<file path="config.mk">
export PLATFORM = sky130hd
export DESIGN_NAME = gesture_template_scorer_core_flat
export DESIGN_NICKNAME = d
export VERILOG_FILES = /design/src/rtl/gts_pkg.sv /design/src/rtl/gts_if.sv /design/src/rtl/gts_divider.sv /design/src/rtl/gesture_template_scorer_core.sv /design/src/flat_wrapper.sv
export SDC_FILE = /design/constraint.sdc
export NUM_CORES = 2
export LEC_CHECK = 0
export BUFFER_PORTS_ARGS = -buffer_cell sky130_fd_sc_hd__buf_2
export CAP_MARGIN = 20
export CORE_AREA = 2 2 243 365
export CTS_CLUSTER_SIZE = 8
export DETAILED_ROUTE_END_ITERATION = 7
export DIE_AREA = 0 0 245 367
export PLACE_DENSITY = 0.84
export SLEW_MARGIN = 20
export SYNTH_ARGS = -nofsm -noshare
export SYNTH_HDL_FRONTEND = slang
export SYNTH_SLANG_ARGS = --single-unit
</file>
<file path="constraint.sdc">
create_clock -name clk -period 9.6 [get_ports clk]
set_input_delay 1.44 -clock clk [delete_from_list [all_inputs] [get_ports clk]]
set_output_delay 1.44 -clock clk [all_outputs]
set_load 0.02 [all_outputs]
</file>
<file path="src/rtl/gts_pkg.sv">
// Shared types and constants for the gesture template scorer.
package gts_pkg;

  localparam int IDX_W    = 5;
  localparam int ANGLE_W  = 16;
  localparam int SPREAD_W = 16;
  localparam int GAIN_W   = 12;
  localparam int TOL_W    = 20;
  localparam int SUM_W    = 25;
  localparam int SCORE_W  = 16;
  localparam int COUNT_W  = 5;
  localparam int QUOT_W   = 17;
  localparam int CFG_W    = 16;
  localparam int CFG_IDX_W = 2;

  localparam logic [SUM_W-1:0]   SUM_MAX   = '1;
  localparam logic [COUNT_W-1:0] COUNT_MAX = '1;

  localparam logic [GAIN_W-1:0]  GAIN_RESET      = 12'd256;
  localparam logic [CFG_W-1:0]   MIN_TOL_RESET   = 16'd192;
  localparam logic [CFG_W-1:0]   THRESHOLD_RESET = 16'd57672;

  typedef enum logic {
    OP_LOAD  = 1'b0,
    OP_SCORE = 1'b1
  } opcode_t;

  typedef enum logic [CFG_IDX_W-1:0] {
    REG_SPREAD_GAIN    = 2'd0,
    REG_MIN_TOLERANCE  = 2'd1,
    REG_PASS_THRESHOLD = 2'd2
  } cfg_reg_t;

  typedef enum logic [2:0] {
    ST_IDLE,
    ST_FETCH,
    ST_ACCUM,
    ST_SETUP,
    ST_DIVIDE,
    ST_EMIT
  } state_t;

  typedef struct packed {
    logic                       opcode;
    logic [IDX_W-1:0]           feature_index;
    logic signed [ANGLE_W-1:0]  angle_value;
    logic [SPREAD_W-1:0]        spread_value;
    logic                       is_present;
    logic                       last_element;
  } in_word_t;

  typedef struct packed {
    logic [SCORE_W-1:0] match_score;
    logic               match_pass;
    logic [COUNT_W-1:0] features_used;
  } out_word_t;

  typedef struct packed {
    logic             start;
    logic [SUM_W-1:0] dividend;
    logic [SUM_W-1:0] divisor;
  } div_req_t;

  typedef struct packed {
    logic              done;
    logic [QUOT_W-1:0] quotient;
  } div_rsp_t;

endpackage

</file>
<file path="src/rtl/gts_if.sv">
// Valid/ready channel interfaces for the input and result words.
interface gts_in_if import gts_pkg::*; ();
  logic     valid;
  logic     ready;
  in_word_t payload;

  modport source (output valid, output payload, input ready);
  modport sink   (input valid, input payload, output ready);
endinterface

interface gts_out_if import gts_pkg::*; ();
  logic      valid;
  logic      ready;
  out_word_t payload;

  modport source (output valid, output payload, input ready);
  modport sink   (input valid, input payload, output ready);
endinterface

</file>
<file path="src/rtl/gts_divider.sv">
// Restoring divider: (dividend << 16) / divisor, one quotient bit per cycle.
module gts_divider import gts_pkg::*; (
  input  logic     clk,
  input  logic     rst,
  input  div_req_t req,
  output div_rsp_t rsp
);

  localparam logic [COUNT_W-1:0] LAST_STEP = COUNT_W'(QUOT_W - 1);

  logic                busy;
  logic [COUNT_W-1:0]  step;
  logic [SUM_W:0]      rem;
  logic [SUM_W-1:0]    den;
  logic [QUOT_W-1:0]   quot;
  logic                done;
  logic [SUM_W:0]      trial;
  logic                fits;

  // The dividend never exceeds the divisor, so the first step needs no shift.
  always_comb begin
    trial = (step == '0) ? rem : {rem[SUM_W-1:0], 1'b0};
    fits  = (trial >= {1'b0, den});
  end

  always_ff @(posedge clk) begin
    if (rst) begin
      busy <= 1'b0;
      done <= 1'b0;
      step <= '0;
    end else begin
      done <= busy && (step == LAST_STEP);
      if (req.start) begin
        busy <= 1'b1;
        step <= '0;
      end else if (busy) begin
        if (step == LAST_STEP) begin
          busy <= 1'b0;
        end
        step <= step + 1'b1;
      end
    end
  end

  always_ff @(posedge clk) begin
    if (req.start) begin
      rem  <= {1'b0, req.dividend};
      den  <= req.divisor;
      quot <= '0;
    end else if (busy) begin
      rem  <= fits ? (trial - {1'b0, den}) : trial;
      quot <= {quot[QUOT_W-2:0], fits};
    end
  end

  assign rsp.done     = done;
  assign rsp.quotient = quot;

endmodule

</file>
<file path="src/rtl/gesture_template_scorer_core.sv">
// Top level of the gesture template scorer: template store, accumulator and score unit.
//
// Usage: template entries and feature elements arrive as words on the item channel
// (valid/ready). A load word (opcode load) writes mean, spread and the present flag of
// one template entry as it is accepted. A score word carries one feature element; it
// passes accept and template read, tolerance multiply, then clip and
// accumulate. Loads are taken one per cycle while the block is idle; a score element
// must finish before the next word is taken, since ready is high only when idle.
// A score word marked last then passes the setup state, the bit-serial divider and
// the emit state before its result word leaves on the result channel; the divider is
// skipped when the tolerance sum is zero. The result sits in an output register, so
// the next vector's elements are taken while a result waits; only a second last
// element holds in the emit state until the receiver has drained the first result.
// Configuration: wr_en/wr_index/wr_data write spread_gain (0), min_tolerance (1) and
// pass_threshold (2); write only while the block is idle.
// Reset clears the template present flags, the running sums, the count and both
// channels, and restores the configuration defaults. Template mean and spread memory
// is not cleared; an entry reads only after a load has marked it present.
module gesture_template_scorer_core import gts_pkg::*; #(
  parameter int NUM_FEATURES = 21
) (
  input  logic                 clk,
  input  logic                 rst,
  gts_in_if.sink               item,
  gts_out_if.source            result,
  input  logic                 wr_en,
  input  logic [CFG_IDX_W-1:0] wr_index,
  input  logic [CFG_W-1:0]     wr_data
);

  localparam int AW = (NUM_FEATURES > 1) ? $clog2(NUM_FEATURES) : 1;

  // Configuration registers
  logic [GAIN_W-1:0] spread_gain;
  logic [CFG_W-1:0]  min_tolerance;
  logic [CFG_W-1:0]  pass_threshold;

  // Template store: mean in the upper half, spread in the lower half
  logic [ANGLE_W+SPREAD_W-1:0] tmpl_mem [NUM_FEATURES];
  logic [ANGLE_W+SPREAD_W-1:0] tmpl_rd;
  logic [NUM_FEATURES-1:0]     tmpl_valid;

  state_t state, state_next;

  logic                      item_accept;
  logic                      in_range;
  logic [AW-1:0]             addr;
  logic                      slot_free;

  // Captured element
  logic signed [ANGLE_W-1:0] angle_q;
  logic                      used_q;
  logic                      last_q;

  // Datapath stage registers
  logic [TOL_W-1:0]          tol_raw;
  logic signed [ANGLE_W:0]   diff_q;
  logic [GAIN_W+SPREAD_W-1:0] product;

  logic [TOL_W-1:0]          tol;
  logic [ANGLE_W:0]          abs_diff;
  logic [TOL_W-1:0]          err;
  logic [SUM_W:0]            err_add;
  logic [SUM_W:0]            tol_add;

  // Running sums
  logic [SUM_W-1:0]          error_sum;
  logic [SUM_W-1:0]          tolerance_sum;
  logic [COUNT_W-1:0]        used_count;

  logic [SCORE_W-1:0]        score;
  logic [SCORE_W-1:0]        score_from_q;

  div_req_t div_req;
  div_rsp_t div_rsp;

  out_word_t res_word;
  logic      res_valid;

  assign item_accept = item.valid && item.ready;
  assign in_range    = ({1'b0, item.payload.feature_index} < (IDX_W + 1)'(NUM_FEATURES));
  assign addr        = item.payload.feature_index[AW-1:0];
  assign slot_free   = !res_valid || result.ready;

  assign item.ready     = (state == ST_IDLE);
  assign result.valid   = res_valid;
  assign result.payload = res_word;

  // Configuration writes; unknown indexes drop
  always_ff @(posedge clk) begin
    if (rst) begin
      spread_gain    <= GAIN_RESET;
      min_tolerance  <= MIN_TOL_RESET;
      pass_threshold <= THRESHOLD_RESET;
    end else if (wr_en) begin
      case (wr_index)
        REG_SPREAD_GAIN:    spread_gain    <= wr_data[GAIN_W-1:0];
        REG_MIN_TOLERANCE:  min_tolerance  <= wr_data;
        REG_PASS_THRESHOLD: pass_threshold <= wr_data;
        default: ;
      endcase
    end
  end

  // Template memory: write on load, registered read on every accepted word.
  // One word is in flight at a time, so a read never overlaps a pending write.
  always_ff @(posedge clk) begin
    if (item_accept && (item.payload.opcode == OP_LOAD) && in_range) begin
      tmpl_mem[addr] <= {item.payload.angle_value, item.payload.spread_value};
    end
    if (item_accept) begin
      tmpl_rd <= tmpl_mem[addr];
    end
  end

  always_ff @(posedge clk) begin
    if (rst) begin
      tmpl_valid <= '0;
    end else if (item_accept && (item.payload.opcode == OP_LOAD) && in_range) begin
      tmpl_valid[addr] <= item.payload.is_present;
    end
  end

  // Capture the score element
  always_ff @(posedge clk) begin
    if (item_accept) begin
      angle_q <= item.payload.angle_value;
      used_q  <= item.payload.is_present && in_range && tmpl_valid[addr];
      last_q  <= item.payload.last_element;
    end
  end

  // Fetch stage: scale spread, take the raw difference
  assign product = {{SPREAD_W{1'b0}}, spread_gain}
                 * {{GAIN_W{1'b0}}, tmpl_rd[SPREAD_W-1:0]};

  always_ff @(posedge clk) begin
    if (state == ST_FETCH) begin
      tol_raw <= product[GAIN_W+SPREAD_W-1:8];
      diff_q  <= {angle_q[ANGLE_W-1], angle_q}
               - {tmpl_rd[ANGLE_W+SPREAD_W-1], tmpl_rd[ANGLE_W+SPREAD_W-1:SPREAD_W]};
    end
  end

  // Accumulate stage: floor the tolerance, clip the error
  always_comb begin
    tol      = (tol_raw < {{(TOL_W-CFG_W){1'b0}}, min_tolerance})
             ? {{(TOL_W-CFG_W){1'b0}}, min_tolerance} : tol_raw;
    abs_diff = diff_q[ANGLE_W] ? (~diff_q + 1'b1) : diff_q;
    err      = ({{(TOL_W-ANGLE_W-1){1'b0}}, abs_diff} > tol)
             ? tol : {{(TOL_W-ANGLE_W-1){1'b0}}, abs_diff};
    err_add  = {1'b0, error_sum} + {{(SUM_W-TOL_W+1){1'b0}}, err};
    tol_add  = {1'b0, tolerance_sum} + {{(SUM_W-TOL_W+1){1'b0}}, tol};
  end

  always_ff @(posedge clk) begin
    if (rst) begin
      error_sum     <= '0;
      tolerance_sum <= '0;
      used_count    <= '0;
    end else if (state == ST_ACCUM && used_q) begin
      error_sum     <= err_add[SUM_W] ? SUM_MAX : err_add[SUM_W-1:0];
      tolerance_sum <= tol_add[SUM_W] ? SUM_MAX : tol_add[SUM_W-1:0];
      if (used_count != COUNT_MAX) begin
        used_count <= used_count + 1'b1;
      end
    end else if (state == ST_EMIT && slot_free) begin
      error_sum     <= '0;
      tolerance_sum <= '0;
      used_count    <= '0;
    end
  end

  // Score: 1 - quotient, zero at a full quotient, saturate the all-match case
  always_comb begin
    if (div_rsp.quotient[QUOT_W-1]) begin
      score_from_q = '0;
    end else if (div_rsp.quotient == '0) begin
      score_from_q = '1;
    end else begin
      score_from_q = SCORE_W'(~div_rsp.quotient + 1'b1);
    end
  end

  always_ff @(posedge clk) begin
    if (state == ST_SETUP && tolerance_sum == '0) begin
      score <= '0;
    end else if (state == ST_DIVIDE && div_rsp.done) begin
      score <= score_from_q;
    end
  end

  assign div_req.start    = (state == ST_SETUP) && (tolerance_sum != '0);
  assign div_req.dividend = error_sum;
  assign div_req.divisor  = tolerance_sum;

  gts_divider u_divider (
    .clk (clk),
    .rst (rst),
    .req (div_req),
    .rsp (div_rsp)
  );

  // Output register
  always_ff @(posedge clk) begin
    if (rst) begin
      res_valid <= 1'b0;
    end else if (state == ST_EMIT && slot_free) begin
      res_valid <= 1'b1;
    end else if (result.ready) begin
      res_valid <= 1'b0;
    end
  end

  always_ff @(posedge clk) begin
    if (state == ST_EMIT && slot_free) begin
      res_word.match_score   <= score;
      res_word.match_pass    <= (score >= pass_threshold);
      res_word.features_used <= used_count;
    end
  end

  // Sequencer
  always_ff @(posedge clk) begin
    if (rst) begin
      state <= ST_IDLE;
    end else begin
      state <= state_next;
    end
  end

  always_comb begin
    state_next = state;
    case (state)
      ST_IDLE: begin
        if (item_accept && item.payload.opcode == OP_SCORE) begin
          state_next = ST_FETCH;
        end
      end
      ST_FETCH:  state_next = ST_ACCUM;
      ST_ACCUM:  state_next = last_q ? ST_SETUP : ST_IDLE;
      ST_SETUP:  state_next = (tolerance_sum == '0) ? ST_EMIT : ST_DIVIDE;
      ST_DIVIDE: begin
        if (div_rsp.done) begin
          state_next = ST_EMIT;
        end
      end
      ST_EMIT: begin
        if (slot_free) begin
          state_next = ST_IDLE;
        end
      end
      default: state_next = ST_IDLE;
    endcase
  end

`ifndef SYNTHESIS
  // Each clipped error is at most its tolerance, saturation included
  a_err_le_tol: assert property (@(posedge clk) disable iff (rst)
    error_sum <= tolerance_sum)
    else $error("error sum exceeds tolerance sum");

  a_div_done_state: assert property (@(posedge clk) disable iff (rst)
    div_rsp.done |-> state == ST_DIVIDE)
    else $error("divider finished outside the divide state");

  a_clear_after_emit: assert property (@(posedge clk) disable iff (rst)
    (state == ST_EMIT && slot_free) |=>
      (error_sum == '0 && tolerance_sum == '0 && used_count == '0 && result.valid))
    else $error("sums not cleared or result missing after emit");

  a_score_starts_fetch: assert property (@(posedge clk) disable iff (rst)
    (item_accept && item.payload.opcode == OP_SCORE) |=> state == ST_FETCH)
    else $error("score word did not start a template fetch");
`endif

endmodule
</file>
<file path="src/flat_wrapper.sv">
// flat-port wrapper written by rule: the top's interface ports become plain ports
module gesture_template_scorer_core_flat import gts_pkg::*;
#(
  parameter int NUM_FEATURES = 21
)
  (clk, rst, wr_en, wr_index, wr_data, item_valid, item_payload, item_ready, result_valid, result_payload, result_ready);
  gts_in_if item_i ();
  gts_out_if result_i ();
  input  logic clk;
  input  logic rst;
  input  logic wr_en;
  input  logic [CFG_IDX_W-1:0] wr_index;
  input  logic [CFG_W-1:0] wr_data;
  input wire logic [$bits(item_i.valid)-1:0] item_valid;
  input wire logic [$bits(item_i.payload)-1:0] item_payload;
  output wire logic [$bits(item_i.ready)-1:0] item_ready;
  output wire logic [$bits(result_i.valid)-1:0] result_valid;
  output wire logic [$bits(result_i.payload)-1:0] result_payload;
  input wire logic [$bits(result_i.ready)-1:0] result_ready;
  assign item_i.valid = item_valid;
  assign item_i.payload = item_payload;
  assign item_ready = item_i.ready;
  assign result_valid = result_i.valid;
  assign result_payload = result_i.payload;
  assign result_i.ready = result_ready;
  gesture_template_scorer_core #(.NUM_FEATURES(NUM_FEATURES)) u_core (.clk(clk), .rst(rst), .item(item_i), .result(result_i), .wr_en(wr_en), .wr_index(wr_index), .wr_data(wr_data));
endmodule
</file>
== Word-level counts from Yosys, hierarchy flattened ==
Memory sizes are Yosys's and may differ from the RTL's. A register that Yosys moved wholly into a read port is not among the register bits.
Index checks and enable logic that the tools add are counted.
Cells by class
  reductions and logical operators: 30
  add/sub/neg operators: 8
  div/mod/pow operators: 0
  equal/unequal tests: 13
  multiply operators: 1
  bitwise logic cells: 3
  multiplexer cells: 35
  shift operators: 0
  $lt $le $gt $ge: 7
Operators with widths (count)
  $mux 25: 7
  $add 25x20->26: 2
  $mux 26: 2
  $mux 20: 2
  $mux 16: 2
  $mul 12x16->28: 1
  $ge 26x25->1: 1
  $sub 26x25->26: 1
  $logic_not 25->1: 1
  $reduce_bool 25->1: 1
  $bwmux 21: 1
  $gt 17x20->1: 1
  $lt 20x16->1: 1
  $pmux 3 s6: 1
  $add 17x1->17 const B: 1
  $logic_not 17->1: 1
  $mux 17: 1
  $not 17->17: 1
  $sub 16x16->17: 1
  $add 16x1->16 const B: 1
  $ge 16x16->1: 1
  $not 16->16: 1
  $mux 5: 3
  $logic_and 1x1->1: 13
  other kinds (28): 49
Word-level totals
  latch bits: 0
  bits in writable memories: 672
  word-level logic and storage cells: 123
  input port bits: 63
  memories kept: 1
  register bits: 292
  output and inout bits: 24
  memory bits (read-only): 0
Memory list
  u_core.tmpl_mem: words 21, width 32, read ports 1, clocked after memory_dff 1, wr ports 1, RTL line gesture_template_scorer_core.sv:39  | logic [ANGLE_W+SPREAD_W-1:0] tmpl_mem [NUM_FEATURES];

== Longest topological paths before layout ==
  depth in word-level cells: 8
  gate-level depth with buffers: 32
  mapped depth without buffers: 28

== By module ==
A second synthesis with hierarchy kept.
Unflattened totals
  cells, all modules: 3670
  area, all modules: 49518.7 um^2
Modules (own cells, without submodules)
  gesture_template_scorer_core: area each 44831.7 um^2, sequential area each 26255.2 um^2, times used 1, cells each 3201
  gts_divider: area each 4687.0 um^2, sequential area each 2001.9 um^2, times used 1, cells each 469

== Worst setup path after synthesis ==
No wires, ideal clock.
  path kind: input-to-reg
  from: input item_valid
  to: register u_core.tmpl_valid[12]
  buffers on the path: 1
  library setup time: 0.128 ns
  required time: 9.472 ns
  stages on the path: 7
  arrival time: 9.350 ns
  path slack: 0.123 ns
  cell sequence: nor4b_1 > nand3b_1 > or3_1 > clkbuf_1 > nor2_1 > mux2i_1 > nor2_1
On the way
  word-level cells in the longest chain between the ends: 3
Ends and longest elaborated chain
  start, declared: RTL line flat_wrapper.sv:14  | input wire logic [$bits(item_i.valid)-1:0] item_valid;
  $logic_and 1x1->1: RTL line gesture_template_scorer_core.sv:80  | assign item_accept = item.valid && item.ready;
  $logic_and 1x1->1 (2 in a row): RTL line gesture_template_scorer_core.sv:119  | end else if (item_accept && (item.payload.opcode == OP_LOAD) && in_range) begin
  end signal, assigned by index: RTL line gesture_template_scorer_core.sv:120  | tmpl_valid[addr] <= item.payload.is_present;
  end, declared: RTL line gesture_template_scorer_core.sv:41  | logic [NUM_FEATURES-1:0] tmpl_valid;
No other way between the ends.
A chain may end at the register's enable or synchronous reset.

== Worst setup path in the final report ==
  from: register u_core.tol_raw[12]
  to: register u_core.error_sum[24]
On the way
  word-level cells in the longest chain between the ends: 7
Ends and longest elaborated chain
  start, declared: RTL line gesture_template_scorer_core.sv:56  | logic [TOL_W-1:0] tol_raw;
  start signal, assigned: RTL line gesture_template_scorer_core.sv:139  | tol_raw <= product[GAIN_W+SPREAD_W-1:8];
  $lt 20x16->1: RTL line gesture_template_scorer_core.sv:147  | tol = (tol_raw < {{(TOL_W-CFG_W){1'b0}}, min_tolerance})
  $mux 20 (*): RTL line gesture_template_scorer_core.sv:148  | ? {{(TOL_W-CFG_W){1'b0}}, min_tolerance} : tol_raw;
  $gt 17x20->1: RTL line gesture_template_scorer_core.sv:150  | err = ({{(TOL_W-ANGLE_W-1){1'b0}}, abs_diff} > tol)
  $mux 20 (*): RTL line gesture_template_scorer_core.sv:151  | ? tol : {{(TOL_W-ANGLE_W-1){1'b0}}, abs_diff};
  $add 25x20->26 (*): RTL line gesture_template_scorer_core.sv:152  | err_add = {1'b0, error_sum} + {{(SUM_W-TOL_W+1){1'b0}}, err};
  $mux 25 (*): RTL line gesture_template_scorer_core.sv:162  | error_sum <= err_add[SUM_W] ? SUM_MAX : err_add[SUM_W-1:0];
  $mux 25 (*): RTL line gesture_template_scorer_core.sv:161  | end else if (state == ST_ACCUM && used_q) begin
  end signal, assigned: RTL line gesture_template_scorer_core.sv:162
  end, declared: RTL line gesture_template_scorer_core.sv:67  | logic [SUM_W-1:0] error_sum;
Mark *: on every way between the ends. The rest lies on a longest branch, timed or not.

==> out/summary.md <==
Worst hold path class: reg -> reg. The required time reported for the critical path endpoint was 10.22 ns. Measured along the x axis, the die boundary spans 245 um. After clock tree synthesis, the setup repair step added 0 buffers. Starting density of the core: 56.5%.

The run gives 28300 um2 as the sequential cell area in the final layout. The number of buffer and inverter stages on the critical path works out to 1. The async set or reset register ratio after synthesis works out to 0%.

The number of distinct library cells after synthesis is 78, and the weighted congestion at the end of routability-driven global placement is 0.956. Counting flops with a built-in enable in the synthesized netlist gives 831. The share of final-layout standard cells stronger than drive strength 1 is 15.2%, and the maximum count of clock buffers along a single path is 3. The post-synthesis cell area was 49200 um2; the total number of cells along the worst setup path was 27. The initial antenna violation count is 4, and the total routing resource utilization after global routing is 28.6%.

The fraction of met1 tracks used by global routing was 31.9%. The logs give 63.2% for the share of the core filled with cells in the final layout and 128000 um for the total length of routed wires. Once detail routing completed, the nets flagged for antenna violations numbered 0. The tools report the maximum clock skew at final layout as 0.0415 ns.

Start-to-end type of the worst setup path: reg -> reg. The run gives 0 as the number of hold-slack violations in the final timing report. In this design, the stage delay of the slowest critical-path cell is 0.68 ns. Along the worst path, the maximum fanout reaches 9.

TritonCTS built the clock tree. For the pin with the worst max-slew slack, the measured transition is 1.19 ns. The number of clock buffers added by TritonCTS is 143. Final max-slew violation count: 0. Data on the critical path arrives at its endpoint at 8.43 ns. The placed instance count is 4760. STA classifies the critical path endpoint as a flip-flop. Detailed placement finished with a half-perimeter wire length of 76500 um.

The analysis attributes to cell leakage a power of 20.4 nW. Across the run, the number of max-cap violations was 0. After clock tree synthesis, the clock-pin slew on the worst setup and hold paths is 0.05 ns. The run finished with clean final reports. After floorplanning, the core was sized to cover 87000 um2. Setup violations remaining at the end of the flow were counted as 0. The number of remaining DRC errors came out at 0. Among cell families on the critical path, the largest total delay comes from compound AO/OA/AOI/OAI gates.

The run gives 6 as the number of iterations in the first detailed-routing pass. For this run, the register share of the synthesized area comes to 57.5%. Yosys printed 0 warnings. The floorplan step defined a die boundary enclosing 89900 um2. The filler cell count in the final layout came out at 5861. The final hold slack came out at 0.455 ns. The routing layer with the top usage in global route was met2.

Yosys attributes the largest share of cell area to sky130_fd_sc_hd__edfxtp_1 (51%), sky130_fd_sc_hd__mux4_2 (7.5%), sky130_fd_sc_hd__dfxtp_1 (6.7%). In the final layout, the multi-input gates occupy 19400 um2. In the global route stage, met3 resource usage came out at 5.95%. The tools report the number of placement rows as 133. For the final routed database, the setup TNS stands at 0 ns.

The count of input and output buffers works out to 86. After global routing the overflow that remains totals 0. Once placement finished, the instance area stood at 50900 um2.

The synthesized design spends more area on one cell type than any other, namely sky130_fd_sc_hd__edfxtp_1. The finished cells cover 55000 um2. The library cell used most frequently in the layout, excluding fill and tap cells, is sky130_fd_sc_hd__edfxtp_1. Setup repair after global routing left no endpoint under its margin. The clock drives 996 sinks.

The post-CTS resize count is 0, and the vias per cell is 6.38. Entering global routing, the biggest net connects 95 pins. By instance count, the cell type seen most on the critical path is sky130_fd_sc_hd__o21ai_0.

The clock tree synthesis step divided the H-tree into 4 levels. The hold buffer count at CTS is 0. Synthesized area divided by synthesized cell count: 13.5 um2. The die outline height is 367 um, and the upper clock frequency limit is 0.128 GHz. The synthesis-to-layout area growth is 11.8%, and the clock latency on the worst-skew pair is 0.78 ns.

The final critical-path required period came out at 7.81 ns. The run gives 4161 as the number of nets in the finished design. The run gives 193000 um as the global-route wire length before repair. Global routing consumed, on the met2 layer, 49.8% of the routing resources. Along the worst hold path, the cell count comes to 2. In the synthesized netlist the dominant register cell turns out to be sky130_fd_sc_hd__edfxtp_1. After synthesis the netlist holds a flip-flop and latch count of 996. The buffer cell driving the clock tree root is sky130_fd_sc_hd__clkbuf_16.

The number of cells produced by synthesis is 3653. Power density relative to cell area: 198 nW/um2. After layout, the worst path uses 81.4% of the clock period. Measured against its own limit, the worst slew margin works out to 20.1%. Across the VDD grid, the largest voltage drop is 0.238 mV.

The tools report the DRC violation total after the first TritonRoute iteration as 3212. Once layout is complete, the cells apart from fillers number 4965. Number of global-route vias before repair: 32500. The top cell types in the final layout, fill and taps aside, are sky130_fd_sc_hd__edfxtp_1 (831), sky130_fd_sc_hd__nand2_1 (346), sky130_fd_sc_hd__inv_1 (280). Dividing the detail-routed wire length by the instance count gives 25.7 um. The vias after detailed routing was 31700; the count of pins on the block boundary was 87.

The number of cells traversed by the worst register-to-register path was 27. The cell at the slowest stage of the critical path was sky130_fd_sc_hd__o41ai_2. The synthesized design devotes to its leading area cell type 50.8% of total area. The category of the worst setup path launch point was a flip-flop.
==> state kept, by name, summed over array words and instances (netlist names), 17 cells and up <==
register and flops:
u_core.error_sum 25, u_core.tolerance_sum 25, u_core.u_divider.rem 26, u_core.u_divider.quot 17, u_core.result.payload 22, u_core.u_divider.den 25
u_core.tmpl_mem 672, u_core.tmpl_rd 32, u_core.tmpl_valid 21, u_core.diff_q 17, u_core.tol_raw 20
==> through the flow <==
stage          total power (W)  setup slack [ns]
6_report                0.0109              1.79
5_1_grt                 0.0112              1.16
4_1_cts                 0.0109              1.76
3_5_place_dp           0.00632              1.81
3_3_place_gp           0.00628              1.84
2_1_floorplan          0.00594             0.123
==> power by group <==
part	total, W	switching (W)	internal (W)
combinational	0.00135	0.000802	0.000545
clock	0.00463	0.00190	0.00273
sequential	0.00492	0.000107	0.00482
total	0.0109	0.00281	0.00809
==> cells by family (layout without fill, tap and decap cells) <==
logic type | Yosys count | in the layout | share of synthesized area, %
AO/OA/AOI/OAI | 574 | 574 | 7.46
XOR/XNOR | 110 | 110 | 1.96
adder cells (fa/ha/maj) | 340 | 340 | 10.8
buffers and inverters | 460 | 622 | 3.56
flip-flops | 996 | 996 | 57.5
multiplexers | 292 | 292 | 10.3
other | 1 | 4 | 0.00763
AND/OR/NAND/NOR | 880 | 880 | 8.41
==> cells in the mapped netlist, drive strengths merged (36+ instances only) <==
cell type / count
buf: 47
fa: 143
xnor2: 54
clkbuf: 132
ha: 197
a21oi: 203
mux4: 164
nor2: 176
xor2: 56
a22oi: 68
edfxtp: 831
nand2: 346
mux2i: 66
a21o: 36
inv: 280
mux2: 62
and2: 65
nand3: 84
dfxtp: 165
nor3: 42
o21ai: 88
==> worst paths after layout <==
path	startpoint	end	slack (ns)
setup / recovery	u_core.tol_raw[12]	u_core.error_sum[24]	1.79
hold / removal	u_core.pass_threshold[1]	u_core.pass_threshold[1]	0.45
setup reg to reg	u_core.tol_raw[12]	u_core.error_sum[24]	1.79
hold reg to reg	u_core.pass_threshold[1]	u_core.pass_threshold[1]	0.45
==> layout make-up <==
class / instances / share of cell area, %
sequential: 996 / 51.4
timing repair buffer: 137 / 1.51
clock inverter: 17 / 0.503
multi-input combinational: 2199 / 35.2
tap: 1147 / 2.61
inverter: 281 / 1.92
clock buffer: 187 / 6.85
antenna: 1 / 0.00455
==> tightest hold or removal path, stage by stage (launching register included) <==
cell	delay (ns)
sky130_fd_sc_hd__dfxtp_1	0.30
sky130_fd_sc_hd__nand2_1	0.05
sky130_fd_sc_hd__a21oi_1	0.05
==> routing by layer <==
metal  up-vias  share of wire (%)
li1      13600                  -
met1     15600                 33
met2      1931                 52
met3       541                8.7
met4         6                6.8
met5         -              0.031
Note: power is estimated with default switching activity, not from simulation.
